`config.mk`:
```
export PLATFORM = sky130hd
export DESIGN_NAME = integer_amplitude_to_centibel
export DESIGN_NICKNAME = d
export VERILOG_FILES = /design/src/rtl/iac_pkg.sv /design/src/rtl/iac_norm.sv /design/src/rtl/iac_level.sv /design/src/rtl/integer_amplitude_to_centibel.sv
export VERILOG_INCLUDE_DIRS = /design/src /design/src/rtl
export SDC_FILE = /design/constraint.sdc
export NUM_CORES = 1
export LEC_CHECK = 0
export BUFFER_PORTS_ARGS = -buffer_cell sky130_fd_sc_hd__buf_2
export CELL_PAD_IN_SITES_DETAIL_PLACEMENT = 0
export CELL_PAD_IN_SITES_GLOBAL_PLACEMENT = 1
export CORE_MARGIN = 2
export CORE_UTILIZATION = 45
export CTS_BUF_LIST = sky130_fd_sc_hd__clkbuf_2
export DETAILED_ROUTE_END_ITERATION = 7
export GPL_TIMING_DRIVEN = 0
export PLACE_DENSITY_LB_ADDON = 0.1
export SYNTH_ARGS = -nofsm -noshare
export SYNTH_HDL_FRONTEND = slang
export SYNTH_HIERARCHICAL = 1
export SYNTH_SLANG_ARGS = --single-unit
```
`constraint.sdc`:
```
create_clock -name clk -period 9.26 [get_ports clk]
set_input_delay 2.315 -clock clk [delete_from_list [all_inputs] [get_ports clk]]
set_output_delay 2.315 -clock clk [all_outputs]
set_load 0.01 [all_outputs]
```
`src/rtl/integer_amplitude_to_centibel_defines.svh`:
```
// Assertion macros for the amplitude-to-centibel block.
// All macros sample on clk and are disabled while rst is high.
`ifndef INTEGER_AMPLITUDE_TO_CENTIBEL_DEFINES_SVH
`define INTEGER_AMPLITUDE_TO_CENTIBEL_DEFINES_SVH
`ifndef SYNTHESIS
// Same-cycle implication.
`define IAC_ASSERT_IMP(lbl, ante, cons, msg) \
  lbl: assert property (@(posedge clk) disable iff (rst) (ante) |-> (cons)) else $error(msg);
// Next-cycle implication.
`define IAC_ASSERT_NXT(lbl, ante, cons, msg) \
  lbl: assert property (@(posedge clk) disable iff (rst) (ante) |=> (cons)) else $error(msg);
`else
`define IAC_ASSERT_IMP(lbl, ante, cons, msg)
`define IAC_ASSERT_NXT(lbl, ante, cons, msg)
`endif
`endif

```
`src/rtl/iac_pkg.sv`:
```
`default_nettype none
package iac_pkg;

  localparam int AMP_W   = 32;
  localparam int LEVEL_W = 12;
  localparam int OCT_W   = 5;
  localparam int MANT_W  = 5;
  localparam int FINE_W  = 10;
  localparam int COARSE_W = 11;
  localparam int MANT_TOP = MANT_W - 1;

  // Normalized amplitude handed from the leading-one stage to the level stage.
  typedef struct packed {
    logic              invalid;
    logic [OCT_W-1:0]  octave;
    logic [MANT_W-1:0] mant;
  } norm_t;

  localparam logic signed [LEVEL_W-1:0] LEVEL_INVALID = '1;

  // (octave*301 + 2) / 5, octave 0..26; unused codes read zero.
  localparam logic [COARSE_W-1:0] COARSE_LUT [32] = '{
    11'd0,    11'd60,   11'd120,  11'd181,  11'd241,  11'd301,  11'd361,  11'd421,
    11'd482,  11'd542,  11'd602,  11'd662,  11'd722,  11'd783,  11'd843,  11'd903,
    11'd963,  11'd1023, 11'd1084, 11'd1144, 11'd1204, 11'd1264, 11'd1324, 11'd1385,
    11'd1445, 11'd1505, 11'd1565, 11'd0,    11'd0,    11'd0,    11'd0,    11'd0
  };

  // Fine correction by 5-bit mantissa.
  localparam logic signed [FINE_W-1:0] FINE_LUT [32] = '{
    -10'sd1,  10'sd0,   10'sd60,  10'sd95,  10'sd120, 10'sd140, 10'sd156, 10'sd169,
    10'sd181, 10'sd191, 10'sd200, 10'sd208, 10'sd216, 10'sd223, 10'sd229, 10'sd235,
    10'sd243, 10'sd249, 10'sd253, 10'sd258, 10'sd262, 10'sd266, 10'sd270, 10'sd274,
    10'sd278, 10'sd281, 10'sd285, 10'sd288, 10'sd291, 10'sd294, 10'sd297, 10'sd300
  };

endpackage
`default_nettype wire

```
`src/rtl/iac_norm.sv`:
```
`default_nettype none
module iac_norm
  import iac_pkg::*;
(
  input  wire logic signed [AMP_W-1:0] amplitude,
  output norm_t                        norm
);

  logic [OCT_W-1:0]  msb;
  logic [AMP_W-2:0]  shifted;

  // priority encoder over the magnitude bits
  always_comb begin
    msb = '0;
    for (int i = 0; i < AMP_W - 1; i++) begin
      if (amplitude[i]) msb = OCT_W'(i);
    end
  end

  always_comb begin
    norm.invalid = amplitude[AMP_W-1] || (amplitude == '0);
    norm.octave  = (msb >= OCT_W'(MANT_W)) ? (msb - OCT_W'(MANT_TOP)) : '0;
    shifted      = amplitude[AMP_W-2:0] >> norm.octave;
    norm.mant    = shifted[MANT_W-1:0];
  end

endmodule
`default_nettype wire

```
`src/rtl/iac_level.sv`:
```
`default_nettype none
module iac_level
  import iac_pkg::*;
(
  input  wire norm_t                     norm,
  output logic signed [LEVEL_W-1:0]      level
);

  logic signed [LEVEL_W-1:0] coarse;
  logic signed [LEVEL_W-1:0] fine;

  always_comb begin
    coarse = LEVEL_W'($signed({1'b0, COARSE_LUT[norm.octave]}));
    fine   = LEVEL_W'(FINE_LUT[norm.mant]);
    level  = norm.invalid ? LEVEL_INVALID : (coarse + fine);
  end

endmodule
`default_nettype wire

```
`src/rtl/integer_amplitude_to_centibel.sv`:
```
//  channel   dir  handshake               payload
//  input     in   start / busy            amplitude (s32)
//  result    out  done (strobe, 1 cycle)  level_centibel (s12)
//
//  One beat accepted every cycle; busy is held low, nothing in the block
//  ever needs to refuse a beat.
//  The path runs from an input register through the leading-one /
//  table lookup / add logic to the result register.
//  rst (synchronous) clears the valid flags only; data registers float.
//  The receiver cannot stall; each result shows for exactly one cycle.
`default_nettype none
`include "integer_amplitude_to_centibel_defines.svh"
module integer_amplitude_to_centibel
  import iac_pkg::*;
(
  input  wire logic                      clk,
  input  wire logic                      rst,
  input  wire logic                      start,
  output logic                           busy,
  input  wire logic signed [AMP_W-1:0]   amplitude,
  output logic                           done,
  output logic signed [LEVEL_W-1:0]      level_centibel
);

  // input stage
  logic                    in_valid;
  logic signed [AMP_W-1:0] in_amp;

  // combinational path between the two register stages
  norm_t                     norm;
  logic signed [LEVEL_W-1:0] level_next;

  assign busy = 1'b0;

  always_ff @(posedge clk) begin
    if (rst) begin
      in_valid <= 1'b0;
    end else begin
      in_valid <= start && !busy;
    end
    in_amp <= amplitude;
  end

  // leading one -> octave and 5-bit mantissa
  iac_norm u_norm (
    .amplitude (in_amp),
    .norm      (norm)
  );

  // coarse octave table + fine mantissa table
  iac_level u_level (
    .norm  (norm),
    .level (level_next)
  );

  // result register; strobe lasts one cycle per beat
  always_ff @(posedge clk) begin
    if (rst) begin
      done <= 1'b0;
    end else begin
      done <= in_valid;
    end
    level_centibel <= level_next;
  end

  // every result traces back to a beat taken through the input and result registers
  `IAC_ASSERT_IMP(a_done_has_beat, done, $past(start, 2), "result without an input beat")
  // a beat taken always sets the input-stage valid flag
  `IAC_ASSERT_NXT(a_beat_gives_stage, start && !busy, in_valid, "input beat dropped")
  // only negative level code is the invalid marker
  `IAC_ASSERT_IMP(a_neg_is_invalid, done && level_centibel[LEVEL_W-1],
                  level_centibel == LEVEL_INVALID, "negative level other than invalid code")
  // negative amplitudes give the invalid code
  `IAC_ASSERT_IMP(a_negative_input, done && $past(amplitude[AMP_W-1], 2),
                  level_centibel == LEVEL_INVALID, "negative amplitude not flagged")

endmodule
`default_nettype wire
```
==> out/metrics.cfg, run 1 <==
[run_status]
status = finished clean

[clock_tree]
htreeDepth = 2
clk_pin_slew_ns = 0.34
cts_tree = yes
holdBufCountCts = 0
clock_latency_ns = 0.49
cts_resized = 0
clock_tree.buffer_depth = 2
numCtsBuffers = 5
cts_sinks = 46
cts_setup_buffers = 0
clockRootBuffer = clkbuf_2

[detailed_routing]
drc = 0
vias = 4265
wl_um = 12800
via_per_inst = 6.190
dr.first_iter.drc_count = 512
ant_nets = 0
drt_first_pass_iters = 6
avgRoutedWirePerCell_um = 18.58

[pwr]
peakVddDrop_mv = 0.08352
p_per_area_nw_per_um2 = 145.6
combPwrFrac_pct = 49.8
netSwitchingFraction_pct = 42.85
p_clk_share_pct = 14.6
total_power_uw = 668.9
power.internal_uw = 382.3
p_sw_uw = 286.6
seqPwrFrac_pct = 35.6
p_leak_nw = 2.021

[critical_path]
worstSetupEndpointType = flop
arrival_ns = 7.98
critPathMaxFanout = 10
cp-start-kind = flop
cp.required_ns = 9.62
crit_type = flop to flop
reg2reg_from = in_amp[4]
critPathLaunch = in_amp[4]

[placement]
gp_congestion = 0.8869
io_buffers = 47
dp_slack_ns = 1.848
dp.cells = 681
dpl.hpwl_um = 9524
place_area_um2 = 4551

[sta]
post-route-min-period_ns = 7.616
fmax_mhz = 131.3
fin_crit_sh_pct = 82.25
clock_skew_ns = 0.07055
setup_tns_ns = 0
worstMarginPinSlew_ns = 1.276
rsz0062_at_grt = false
setup_viol = 0
hold_viol_final = 0
relSlewSlack_pct = 13.74
setup_ws_ns = 1.644
timing.hold.ws_ns = 0.4608
finalMaxSlewViolations = 0

[worst_hold_path]
holdCritPathClass = flop to flop
worstHoldStart = in_valid

[grt]
grt_overflow = 0
grt_max_degree = 16
antenna_found_initial = 0
grt_pass1_wl_um = 20720
grt_use_total_pct = 26.17
grt_pass1_vias = 3883

[floorplan]
core.rowCount = 35
io_pins = 49
die_x_um = 100.3
dieArea_um2 = 10070
initial_core_util_pct = 45.85
die_y_um = 100.3
coreArea_um2 = 9109

[layout]
antennaDiodeCount = 0
seq_area_um2 = 920.9
nFillCells = 928
final_util_pct = 50.43
design_area_um2 = 4593
multi_input_area_um2 = 2972
syn_to_final_growth_pct = 9.976
finalNonFillerCells = 689
drive_gt1_share_pct = 17.47
nets = 643

[logic_synthesis]
syn_area_um2 = 4177
synth_common_cells = dfxtp_1 (46), nor2_1 (44), mux2i_1 (42)
synth.most_common_cell = dfxtp_1
synth_edf_count = 0
yosys-top-cells-area = dfxtp_1 (22%), mux2i_1 (10%), ha_1 (9.0%)
synth_top_area_share_pct = 22.05
synth-seq-cells = 46
synth_cell_type_count = 78
netlist_instances = 523
synth-main-ff-cell = dfxtp_1
async_flop_share_pct = 0
ys_seq_area_share_pct = 22.05
synth_area_leader_cell = dfxtp_1
synth_warnings = 6
syn_avg_cell_area_um2 = 7.986
syn-num-nets = 589

[job]
maxCapViolCount = 0

## power groups by stage
stage	clock, mW	sequential, mW	combinational, mW
floorplan	0	0.249	0.232
global placement	0	0.241	0.324
detailed placement	0	0.242	0.326
CTS	0.105	0.238	0.328
global route	0.110	0.241	0.370
finish	0.0976	0.238	0.333
## worst max-delay path: stages (launching register included)
cell      delay, ns
dfxtp_1        0.47
nor4_1         0.90
o211a_1        0.25
o21ai_2        0.13
buf_4          0.24
ha_1           0.23
a21boi_2       0.20
o211ai_4       0.31
inv_4          0.13
buf_6          0.19
buf_4          0.19
mux2i_1        0.13
a221oi_1       0.30
o21ai_0        0.24
a32oi_1        0.67
inv_1          0.30
ha_1           0.49
nor2_1         0.11
a21oi_1        0.15
nor2_1         0.06
a311oi_1       0.34
a21oi_1        0.09
ha_1           0.33
a211oi_1       0.25
o21ai_1        0.23
a211oi_1       0.30
xor2_1         0.19
nand2b_1       0.06
## routing by layer
metal,wire length [µm],track usage (%),vias to the layer above
met5,0,0,-
met1,6291,40.25,1993
li1,-,-,2059
met2,5376,38.67,200
met4,142,6.006,0
met3,993,3.203,13
## cell usage in the layout (no fill, tap or decap), types with 5 or more instances in the layout
cell type and instances:
clkbuf_2 6, nor2b_1 6, a21o_1 6, ha_1 30
a211oi_1 6, nand2_1 33, inv_1 24, a31oi_1 14
mux2_2 6, a221oi_1 5, nor3_1 10, nor4_1 8
o22ai_1 5, or3_1 6, a21oi_1 40, mux2i_1 42
o211ai_1 6, nor2_1 44, dfxtp_1 46, clkbuf_1 13
xor2_1 5, a22oi_1 5, nand2b_1 12, nand3_1 12
o21ai_0 35, buf_2 58
## flip-flops by register name, summed over array words and instances (netlist names)
name / count
in_amp: 32
done: 1
in_valid: 1
level_centibel: 12
## worst paths after layout
| kind | to | slack [ns] | cells after the start |
|---|---|---|---|
| worst max-delay path | level_centibel[9] | 1.64 | 27 |
| worst min-delay path | done | 0.46 | 1 |
| worst max register to register | level_centibel[9] | 1.64 | 27 |
| worst min register to register | done | 0.46 | 1 |
## cell families (layout without fill, tap and decap cells)
group / after synthesis / after routing / share of synthesized area, %
buf+inv: 61 / 116 / 6.800
xor+xnor: 7 / 7 / 1.468
mux: 49 / 49 / 12.22
fa+ha+maj: 31 / 31 / 9.467
simple gates: 155 / 155 / 19.05
compound gates: 173 / 173 / 28.85
other cells: 1 / 1 / 0.08979
flops: 46 / 46 / 22.05
## cell type report
| cell class | instances | share of cell area, % |
|---|---|---|
| well taps | 111 | 3.024 |
| multi-input cells | 416 | 64.70 |
| flip-flops and latches | 46 | 20.05 |
| repair buffers | 47 | 5.121 |
| clock buffers | 6 | 0.6538 |
| clock inverters | 2 | 0.2724 |
| plain buffers | 32 | 3.732 |
| inverters | 29 | 2.452 |
(Power assumes the default switching activity.)
==> inputs of run 2 (changes only) <==
==> constraint.sdc (replaced) <==
create_clock -name clk -period 7.68 [get_ports clk]
set_input_delay 1.92 -clock clk [delete_from_list [all_inputs] [get_ports clk]]
set_output_delay 1.92 -clock clk [all_outputs]
set_load 0.01 [all_outputs]
==> run 2 against run 1 <==
Critical path depth rose by 2. Die area did not move. Clock skew fell by 0.0035 ns. Non-clock buffer count rose by 3. Sequential share of layout area fell by 0.19 points. Clock power rose by 20%. Flip-flop and latch count did not move. Routed wire length fell by 0.16%. Cell area rose by 0.95%. Combinational power rose by 22%. Total power rose by 21%. Worst hold slack barely moved. Largest cell class unchanged.
==> out/metrics.cfg, run 2 (synthesis gave the netlist of run 1 again) <==
[layout]
nFillCells = 929  ; +0.11%
final_cell_mix = buf_2 (58), dfxtp_1 (46), nor2_1 (44), mux2i_1 (42), a21oi_1 (40)
drive_gt1_share_pct = 18.59  ; +1.1 points
top_register = in_amp
final_common_cell = buf_2
finalNonFillerCells = 692  ; +0.44%
design_area_um2 = 4637  ; +0.95%
largest_reg_flops = 32  ; unchanged
antennaDiodeCount = 0  ; unchanged
syn_to_final_growth_pct = 11.02
reg.largest.list = in_amp: 32 flops, level_centibel: 12 flops
nets = 646  ; +0.47%

[critical_path]
worstSetupEndpointType = flop
critPathLaunch = in_amp[8]
cp-start-kind = flop
critPathMaxFanout = 10  ; unchanged
crit_type = flop to flop
critPathMaxStageDelay_ns = 0.57  ; -0.33 ns
arrival_ns = 7.53  ; -0.45 ns
cp.required_ns = 8.04  ; -1.58 ns
cp_slowest_cell = or4_1
reg2reg_from = in_amp[8]

[sta]
fmax_mhz = 139.5  ; +6.2%
worstMarginPinSlew_ns = 0.7237  ; -0.5523 ns
setup_tns_ns = 0  ; unchanged
finalMaxSlewViolations = 0  ; unchanged
post-route-min-period_ns = 7.170  ; -0.4458 ns
fin_crit_sh_pct = 93.36  ; +11 points
clock_skew_ns = 0.06710  ; -0.003452 ns
relSlewSlack_pct = 51.63  ; +38 points
rsz0062_at_grt = false
hold_viol_final = 0  ; unchanged
setup_viol = 0  ; unchanged

[job]
maxCapViolCount = 0  ; unchanged

[grt]
grt_use_total_pct = 26.17  ; unchanged
antenna_found_initial = 0  ; unchanged
grt_max_degree = 16  ; unchanged
grt_pass1_wl_um = 20720  ; unchanged
grt_pass1_vias = 3883  ; unchanged
grt_overflow = 0  ; unchanged

[pwr]
p_clk_share_pct = 14.5  ; about the same
seqPwrFrac_pct = 35.5  ; about the same
p_leak_nw = 2.041  ; +0.98%
p_per_area_nw_per_um2 = 174.5  ; +20%
p_sw_uw = 344.9  ; +20%
combPwrFrac_pct = 50.1  ; +0.3 points
netSwitchingFraction_pct = 42.62  ; -0.23 points
peakVddDrop_mv = 0.1005  ; +20%
power.internal_uw = 464.4  ; +21%

[clock_tree]
cts_sinks = 46  ; unchanged
cts_tree = yes
clock_latency_ns = 0.48  ; about the same
clockRootBuffer = clkbuf_2
holdBufCountCts = 0  ; unchanged
clk_pin_slew_ns = 0.24  ; -0.10 ns
htreeDepth = 2  ; unchanged
clock_tree.buffer_depth = 2  ; unchanged
numCtsBuffers = 5  ; unchanged

[worst_hold_path]
worstHoldStart = in_valid
holdCritPathClass = flop to flop

[detailed_routing]
drt_first_pass_iters = 5  ; -1
via_per_inst = 6.152  ; -0.62%
ant_nets = 0  ; unchanged
dr.first_iter.drc_count = 541  ; +5.7%
vias = 4257  ; -0.19%
wl_um = 12780  ; -0.16%
avgRoutedWirePerCell_um = 18.47  ; -0.59%
drc = 0  ; unchanged

[placement]
gp_congestion = 0.8869  ; unchanged
io_buffers = 47  ; unchanged
dp.cells = 681  ; unchanged
place_area_um2 = 4551  ; unchanged
dpl.hpwl_um = 9524  ; unchanged

[floorplan]
coreArea_um2 = 9109  ; unchanged
dieArea_um2 = 10070  ; unchanged
io_pins = 49  ; unchanged
initial_core_util_pct = 45.85  ; unchanged
die_x_um = 100.3  ; unchanged
die_y_um = 100.3  ; unchanged
core.rowCount = 35  ; unchanged

[run_status]
status = finished clean

run 2: cell types whose count changed in the layout (fill, tap and decap cells not counted):
cell / before / now
nor4_2: 1 / 2
clkbuf_1: 13 / 12
nor4_1: 8 / 7
a32oi_2: 0 / 1
nor4b_2: 0 / 1
clkbuf_2: 6 / 7
a32oi_1: 2 / 1
nor4b_1: 1 / 0
buf_4: 4 / 7
run 2: worst max-delay path, delay by kind of cell, from the launching register on:
| kind | cells | cell delay, ns |
|---|---|---|
| multiplexers | 2 | 0.23 |
| flip-flops | 1 | 0.35 |
| adder cells (fa/ha/maj) | 4 | 1.23 |
| buffers and inverters | 7 | 1.34 |
| AO/OA/AOI/OAI | 12 | 2.76 |
| AND/OR/NAND/NOR | 4 | 1.17 |
run 2: area by class of cell:
| class | count | area [µm²] | area share [%] |
|---|---|---|---|
| Tap cell | 111 | 138.9 | 2.995 |
| Clock inverter | 2 | 12.51 | 0.2698 |
| Inverter | 29 | 112.6 | 2.428 |
| Timing Repair Buffer | 50 | 257.7 | 5.559 |
| Buffer | 32 | 172.7 | 3.724 |
| Sequential cell | 46 | 920.9 | 19.86 |
| Multi-Input combinational cell | 416 | 2992 | 64.52 |
| Clock buffer | 6 | 30.03 | 0.6476 |
run 2: power groups by stage:
| stage | logic, mW | clock network [mW] | registers, mW |
|---|---|---|---|
| final | 0.405 | 0.117 | 0.287 |
| after global routing | 0.452 | 0.132 | 0.291 |
| after floorplan | 0.279 | 0 | 0.300 |
| after detailed placement | 0.394 | 0 | 0.292 |
| after global placement | 0.391 | 0 | 0.291 |
| after CTS | 0.396 | 0.127 | 0.287 |
run 2: stage by stage:
| stage | hold WS [ns] | setup slack, ns | total power, mW | util (%) |
|---|---|---|---|---|
| final | 0.4607 | 0.5096 | 0.8093 | 50.91 |
| after global routing | 0.4843 | 0.04634 | 0.8755 | 50.91 |
| after CTS | 0.4660 | 0.2273 | 0.8099 | 50.43 |
| after detailed placement | 0.4295 | 0.2679 | 0.6855 | 49.96 |
| after global placement | 0.4178 | 0.2251 | 0.6814 | 49.96 |
| after floorplan | 0.4138 | 1.655 | 0.5793 | - |
run 2: what timing repair did:
| item | 4_1_cts | 5_1_grt |
|---|---|---|
| buffers inserted | 0 | 3 |
| gates resized for setup | 0 | 5 |
| endpoints found under the setup margin | 0 | 8 |
run 2: layer usage:
metal / part of all wire (%) / global-route usage [%] / routed length (µm) / vias up
met1: 48 / 40.25 / 6193 / 1982
met5: 0 / 0 / 0 / -
met2: 42 / 38.67 / 5360 / 198
met4: 1.3 / 6.006 / 163 / 0
met3: 8.3 / 3.203 / 1066 / 15
li1: - / - / - / 2062
run 2: worst paths after layout:
path	to	slack, ns	depth (start not counted)
max reg2reg	level_centibel[10]	0.51	29
min reg2reg	done	0.46	1
min	done	0.46	1
max	level_centibel[10]	0.51	29
